--- config.mk ---
export PLATFORM = sky130hd
export DESIGN_NAME = spp_front
export DESIGN_NICKNAME = d
export VERILOG_FILES = /design/src/design/spp_pkg.sv /design/src/design/spp_front.sv
export SDC_FILE = /design/constraint.sdc
export NUM_CORES = 1
export LEC_CHECK = 0
export ABC_AREA = 1
export BUFFER_PORTS_ARGS = -buffer_cell sky130_fd_sc_hd__buf_2
export CAP_MARGIN = 25
export CORE_MARGIN = 10
export CORE_UTILIZATION = 47
export CTS_BUF_LIST = sky130_fd_sc_hd__clkbuf_4 sky130_fd_sc_hd__clkbuf_8 sky130_fd_sc_hd__clkbuf_16
export DETAILED_ROUTE_END_ITERATION = 8
export HOLD_SLACK_MARGIN = 0.03
export PLACE_DENSITY = 0.76
export SETUP_SLACK_MARGIN = 0.4
export SYNTH_ARGS = -nofsm -noshare
export SYNTH_HDL_FRONTEND = slang
export SYNTH_SLANG_ARGS = --single-unit
export TNS_END_PERCENT = 10
--- constraint.sdc ---
create_clock -name clk_i -period 7.9 [get_ports clk_i]
set_input_delay 0.395 -clock clk_i [delete_from_list [all_inputs] [get_ports clk_i]]
set_output_delay 0.395 -clock clk_i [all_outputs]
set_load 0.05 [all_outputs]
--- src/design/spp_pkg.sv ---
// ----------------------------------------------------------------------------
// Sprite slot pool package
// Shared types, codes and constants of the sprite slot pool.
// ----------------------------------------------------------------------------
package spp_pkg;

  // Pool geometry.
  localparam int SLOT_COUNT  = 64;
  localparam int SLOT_W      = (SLOT_COUNT > 1) ? $clog2(SLOT_COUNT) : 1;
  localparam int CNT_W       = $clog2(SLOT_COUNT + 1);
  localparam int MAX_RESULTS = 64;
  localparam int RES_W       = $clog2(MAX_RESULTS + 1);

  // Lifetime given to an animated spawn.
  localparam logic [15:0] ANIM_LIFE = 16'd9;

  // Function codes of an input item.
  typedef enum logic [1:0] {
    FUNC_SPAWN_ANIM  = 2'd0,
    FUNC_SPAWN_PLAIN = 2'd1,
    FUNC_TICK        = 2'd2
  } spp_func_e;

  // Kind codes of a result item.
  typedef enum logic [1:0] {
    KIND_SPAWN  = 2'd0,
    KIND_UPDATE = 2'd1,
    KIND_IDLE   = 2'd2
  } spp_kind_e;

  typedef logic [SLOT_W-1:0] slot_idx_t;
  typedef slot_idx_t [63:0] victim_tab_t;

  // Input beat.
  typedef struct packed {
    logic [1:0]         func;
    logic signed [31:0] pos_x;
    logic signed [31:0] pos_y;
    logic signed [31:0] vel_x;
    logic signed [31:0] vel_y;
    logic [15:0]        image;
    logic [15:0]        lifetime;
    logic [5:0]         replace_slot;
  } spp_in_t;

  // Output beat.
  typedef struct packed {
    logic [1:0]         kind;
    logic [5:0]         slot;
    logic signed [31:0] out_x;
    logic signed [31:0] out_y;
    logic [15:0]        out_image;
    logic               expired;
    logic               last;
  } spp_out_t;

  // Classified command passed from the front to the back.
  typedef struct packed {
    logic        is_tick;
    logic        anim;
    logic [31:0] px;
    logic [31:0] py;
    logic [31:0] vx;
    logic [31:0] vy;
    logic [15:0] img;
    logic [15:0] life;
    slot_idx_t   victim;
  } spp_cmd_t;

  // Contents of one slot.
  typedef struct packed {
    logic [31:0] px;
    logic [31:0] py;
    logic [31:0] vx;
    logic [31:0] vy;
    logic [15:0] img;
    logic [15:0] age;
    logic [15:0] life;
    logic        anim;
  } spp_slot_t;

  // Victim slot for every value of the replace field, built at elaboration.
  function automatic victim_tab_t victim_tab_f();
    victim_tab_t t;
    for (int i = 0; i < 64; i++) begin
      t[i] = slot_idx_t'(i % SLOT_COUNT);
    end
    return t;
  endfunction

  localparam victim_tab_t VICTIM_TAB = victim_tab_f();

  // Low six bits of a slot index, zero extended for small pools.
  function automatic logic [5:0] slot6(slot_idx_t s);
    logic [SLOT_W+5:0] wide;
    wide = {6'd0, s};
    return wide[5:0];
  endfunction

endpackage

--- src/design/spp_front.sv ---
// ----------------------------------------------------------------------------
// Sprite slot pool front end
// Accepts input beats, decodes the function code and queues commands.
// ----------------------------------------------------------------------------
module spp_front (
  input  logic              clk_i,
  input  logic              rst_ni,
  input  logic              in_valid_i,
  output logic              in_ready_o,
  input  spp_pkg::spp_in_t  in_data_i,
  output logic              cmd_valid_o,
  input  logic              cmd_ready_i,
  output spp_pkg::spp_cmd_t cmd_o
);
  import spp_pkg::*;

  localparam int DEPTH = 2;
  localparam int PTR_W = $clog2(DEPTH);
  localparam int CNT_W_Q = $clog2(DEPTH + 1);

  spp_cmd_t             fifo_q [DEPTH];
  logic [PTR_W-1:0]     wr_ptr_q;
  logic [PTR_W-1:0]     rd_ptr_q;
  logic [CNT_W_Q-1:0]   count_q;
  spp_cmd_t             cmd_new;
  logic                 func_ok;
  logic                 push;
  logic                 pop;

  // Decode the beat into a command; the unused function code is dropped.
  always_comb begin
    cmd_new.is_tick = 1'b0;
    cmd_new.anim    = 1'b0;
    cmd_new.px      = in_data_i.pos_x;
    cmd_new.py      = in_data_i.pos_y;
    cmd_new.vx      = in_data_i.vel_x;
    cmd_new.vy      = in_data_i.vel_y;
    cmd_new.img     = in_data_i.image;
    cmd_new.life    = in_data_i.lifetime;
    cmd_new.victim  = VICTIM_TAB[in_data_i.replace_slot];
    func_ok         = 1'b1;
    case (in_data_i.func)
      FUNC_SPAWN_ANIM: begin
        cmd_new.anim = 1'b1;
        cmd_new.life = ANIM_LIFE;
      end
      FUNC_SPAWN_PLAIN: begin
        cmd_new.anim = 1'b0;
      end
      FUNC_TICK: begin
        cmd_new.is_tick = 1'b1;
      end
      default: begin
        func_ok = 1'b0;
      end
    endcase
  end

  assign in_ready_o  = (count_q != CNT_W_Q'(DEPTH));
  assign push        = in_valid_i && in_ready_o && func_ok;
  assign cmd_valid_o = (count_q != '0);
  assign pop         = cmd_ready_i && cmd_valid_o;
  assign cmd_o       = fifo_q[rd_ptr_q];

  // Queue pointers and fill level.
  always_ff @(posedge clk_i or negedge rst_ni) begin
    if (!rst_ni) begin
      wr_ptr_q <= '0;
      rd_ptr_q <= '0;
      count_q  <= '0;
    end else begin
      if (push) begin
        wr_ptr_q <= wr_ptr_q + PTR_W'(1);
      end
      if (pop) begin
        rd_ptr_q <= rd_ptr_q + PTR_W'(1);
      end
      if (push && !pop) begin
        count_q <= count_q + CNT_W_Q'(1);
      end else if (pop && !push) begin
        count_q <= count_q - CNT_W_Q'(1);
      end
    end
  end

  // Queue storage.
  always_ff @(posedge clk_i) begin
    if (push) begin
      fifo_q[wr_ptr_q] <= cmd_new;
    end
  end

endmodule

# == Word level (Yosys, flattened, before mapping) ==
# Memories as Yosys holds them, arrays and structs flattened.
# Cells that the tools add are included.
# word_totals
ff_bits,4
ramBits,336
rom_bits,384
in_bits,172
elab_cells,33
memories,2
# classes
addsub,4
order_cmp,1
n_eq_ne,3
n_mux,9
n_reduce_logical,11
# mem_list
name,words,word_bits,read_ports,rd_clocked_by_memory_dff,wr,line,text
(no name shown),64,6,1,0,0,spp_front.sv:40,cmd_new.victim = VICTIM_TAB[in_data_i.replace_slot];
fifo_q,2,168,1,0,1,spp_front.sv:21,spp_cmd_t fifo_q [DEPTH];
# op_table
cell,count
16-bit two-way mux,1
6-bit by 7-bit less-than comparator with 1-bit output (second input constant),1
6-bit two-way mux,1
1-bit logical AND,5
1-bit two-way mux,5
2-bit two-way mux,2
2-bit nonzero test,2
3-bit OR reduction,1
1-bit adder (second input constant),2
2-bit by 1-bit adder with 2-bit output (second input constant),1
2-bit by 1-bit equality test with 1-bit output (second input constant),1
2-bit equality test (second input constant),1
1-bit logical NOT,2
2-bit logical NOT,1
2-bit != test (second input constant),1
2-bit by 1-bit subtractor with 2-bit output (second input constant),1

# == Longest topological paths before layout ==
# depth
word_depth,8
mapped_depth,10
mapped_depth_nobuf,10

# == Worst setup path before layout ==
# Ideal clock, no wire load.
# synth_timing
path_kind,reg2reg
start,reg count_q[0]
end,mem fifo_q[1][0] in the netlist's numbering (enable)
arrival_ns,8.002
slack_ns,-0.801
stages_incl_launch_ff,5
n_path_buf,0
period_less_slack_ns,8.701
path_cell_list,dfrtp_1 > inv_1 > nand2_1 > nand3_1 > nor2_1
# synth_between
elab_chain_len,5
# synth_lines
item,line,text
start: declaration,spp_front.sv:24,logic [CNT_W_Q-1:0] count_q;
start signal: assignment,spp_front.sv:79,count_q <= count_q + CNT_W_Q'(1);
start signal: assignment,spp_front.sv:81,count_q <= count_q - CNT_W_Q'(1);
2-bit != test,spp_front.sv:59,assign in_ready_o = (count_q != CNT_W_Q'(DEPTH));
named net in_ready_o,spp_front.sv:9,"output logic in_ready_o,"
1-bit logical AND (2 in series),spp_front.sv:60,assign push = in_valid_i && in_ready_o && func_ok;
1-bit two-way mux,spp_front.sv:88,if (push) begin
1-bit two-way mux (implied by the code),spp_front.sv:89,fifo_q[wr_ptr_q] <= cmd_new;
end: declaration,spp_front.sv:21,
# The timed path passes the listed nets, and every way through them passes these cells.

==> impl_metrics.py <==
metrics = {
    "critical_path": {
        "worstPathMaxFanout": 86,
        "r2r-end": "fifo_q[1][109]",
        "critPathMostFrequentCell": "nand2_1",
        "end_kind": "output pin",
        "crit_buf_inv": 4,
        "slowest_stage": "dfrtp_4",
        "worst-r2r-setup-slack_ns": 4.98,
        "critPathLaunchType": "flop",
        "r2r_cells": 5,
        "cp.arrival_ns": 3.15,
        "cpLargestDelayFamily": "buffers and inverters",
        "rr_startpoint": "count_q[0]",
        "max_stage_delay_ns": 0.81,
        "path_cells": "inv_6 -> buf_4 -> buf_16 -> nand2_1 -> nand2_1 -> buf_2",
        "crit_type": "reg2out",
        "worstPathRequired_ns": 7.51,
    },
    "power_and_ir_drop": {
        "seqPwrFrac": 0.354,
        "swShare": 0.456,
        "switchingPower_uw": 3220,
        "leakagePower_uw": 0.00684,
        "irDropWorstVdd_mv": 0.453,
        "pwr_density_cell_mw_per_mm2": 449,
        "internal_power_uw": 3840,
        "clkPwrFrac": 0.221,
        "p_comb_frac": 0.425,
    },
    "min_path": {
        "hold_end": "fifo_q[0][25]",
        "worstHoldStart": "in_data_i[25]",
        "worstHoldPathCells": 1,
        "worst_hold_path_type": "in2reg",
    },
    "sta": {
        "setup_tns_ns": 0,
        "setup_ws_ns": 4.36,
        "min_period_ns": 3.54,
        "hold_violations": 0,
        "final.period_utilization": 0.449,
        "rsz0062_at_grt": "false",
        "slew_headroom": 0.335,
        "hold_ws_ns": 0.0851,
        "tightest_slew_ns": 0.995,
        "maxClockFrequency_mhz": 282,
        "fin_worst_skew_ns": 0.0143,
        "final_max_slew_viol_count": 0,
        "setup_viol": 0,
    },
    "grt": {
        "globalRouteTotalUtil": 0.173,
        "grt-ovfl-total": 0,
        "grt_pass1_wl_mm": 45.6,
        "antenna_found_initial": 9,
        "grt_pass1_vias": 8136,
        "grt_max_degree": 98,
    },
    "yosys": {
        "synth.area.top_cells": "edfxtp_1 80%, nand2_1 15%, buf_6 1.1%",
        "post-synth-top-count-cell": "nand2_1",
        "synth_top_area_share": 0.800,
        "synth-seq-cells": 340,
        "synth_nets": 1116,
        "netlist_instances": 943,
        "synth_warnings": 0,
        "synthTopCellsByCount": "516 x nand2_1, 336 x edfxtp_1, 22 x buf_2, 22 x inv_1, 16 x nor2_1",
        "yosysSeqAreaShare": 0.808,
        "avgSynthCellArea_um2": 13.4,
        "synthArstFlopShare": 0.0118,
        "netlist_area_mm2": 0.0126,
        "synth-edff-count": 336,
        "synth_flop_cell": "edfxtp_1",
        "synthDistinctLibCells": 15,
        "yosysTopAreaCell": "edfxtp_1",
    },
    "detailed_routing": {
        "drc": 0,
        "wl_per_cell_um": 18.6,
        "routed_via_density": 4.92,
        "finalWirelength_mm": 30.7,
        "vias": 8146,
        "drtIter0Drc": 574,
        "dr.pass1.iters": 5,
        "postRouteAntennaNets": 0,
    },
    "finish": {
        "layout.nets": 1466,
        "drive_above_1_share": 0.314,
        "syn2layout_area_growth_pct": 24.7,
    },
    "die": {
        "dieArea_mm2": 0.0338,
        "rows": 59,
        "ios": 342,
        "die_h_um": 184,
        "initial_core_util": 0.481,
        "fp.dieW_um": 184,
        "coreArea_mm2": 0.0262,
    },
    "clock_network": {
        "cts_tree": "built",
        "worstSkewPairLatency_ns": 0.49,
        "htree_levels": 2,
        "cts_inserted_buffers": 36,
        "cts.sinks": 340,
        "cts_buffer_depth": 3,
        "clk_pin_slew_ns": 0.06,
        "root_buffer": "clkbuf_16",
        "post_cts.repair.setup_buffers": 0,
    },
    "placed_design": {
        "dp_slack_ns": 4.56,
        "dp.final_hpwl_mm": 20.8,
        "globalplace.congestion": 0.782,
        "io_buffers": 341,
    },
    "status": {
        "outcome": "completed",
    },
    "flow_run": {
        "max-cap-violations": 0,
    },
}
==> layout make-up <==
class	instances	area, µm²
inverters	23	96.3
fillers	2037	10500
multi-input cells	542	2070
flip-flops and latches	340	10200
clock inverters	16	106
diodes	4	10.0
well taps	335	419
clock buffers	46	1010
repair buffers	350	1840
==> worst reg2reg max path: cells and delay by family (launching register included) <==
kind	cells	cell delay (ns)
DFF	1	0.39
and+or+nand+nor	3	1.15
buffers and inverters	2	0.97
==> registers in the layout, indices dropped and copies added, names as in the netlist <==
name	flops
rd_ptr_q	1
fifo_q	336
count_q	2
wr_ptr_q	1
==> cell families after synthesis <==
family,after synthesis,share of synthesized area
flip-flops,340,0.808
buffers and inverters,61,0.0289
XOR/XNOR,1,0.000694
AND/OR/NAND/NOR,540,0.162
adder cells (fa/ha/maj),1,0.000991
==> metal layers <==
layer / routed length (µm) / vias to the layer above / track usage
met5: 78 / - / 0
met2: 14400 / 372 / 0.278
met1: 12100 / 3840 / 0.207
li1: - / 3870 / -
met3: 3660 / 54 / 0.0757
met4: 547 / 10 / 0.0511
==> how the worst max path moves through the flow <==
stage / endpoint / slack (ns) / cells past startpoint / startpoint
floorplan: fifo_q[1][0] / 2.03 / 4 / count_q[0]
global placement: cmd_o[106] / 4.59 / 5 / rd_ptr_q
detailed placement: cmd_o[142] / 4.56 / 5 / rd_ptr_q
CTS: cmd_o[142] / 4.04 / 5 / rd_ptr_q
global route: cmd_o[119] / 4.15 / 6 / rd_ptr_q
finish: cmd_o[55] / 4.36 / 6 / rd_ptr_q
==> cell usage in the layout (no fill, tap or decap), types with 4 or more instances in the layout <==
cell	n
buf_2	341
diode_2	4
edfxtp_1	336
buf_4	5
clkinv_2	8
nor2_1	15
clkbuf_16	37
clkinv_1	5
inv_1	21
nand2_1	516
clkbuf_4	7
==> timing repair <==
item / 4_1_cts / 5_1_grt
setup endpoints to repair: 0 / 0
resized for setup: 0 / 0
hold buffers: 1 / 0
endpoints found under the hold margin: 4 / 0
==> through the flow <==
step	power [µW]	utilization	std cells	cell area, µm²
detailed placement	5540	0.554	1586	14500
floorplan	4850	-	943	12600
CTS	7110	0.597	1649	15600
finish	7060	0.601	1656	15700
global route	7390	0.600	1654	15700
global placement	5500	0.554	1586	14500
==> power by group through the flow <==
stage	clock network, µW	logic (µW)	registers, µW
3_3_place_gp	0	2970	2530
2_1_floorplan	0	2350	2500
6_report	1560	3000	2500
3_5_place_dp	0	3000	2540
4_1_cts	1600	3010	2500
5_1_grt	1670	3190	2530
Power figures use the tool's default switching activity.
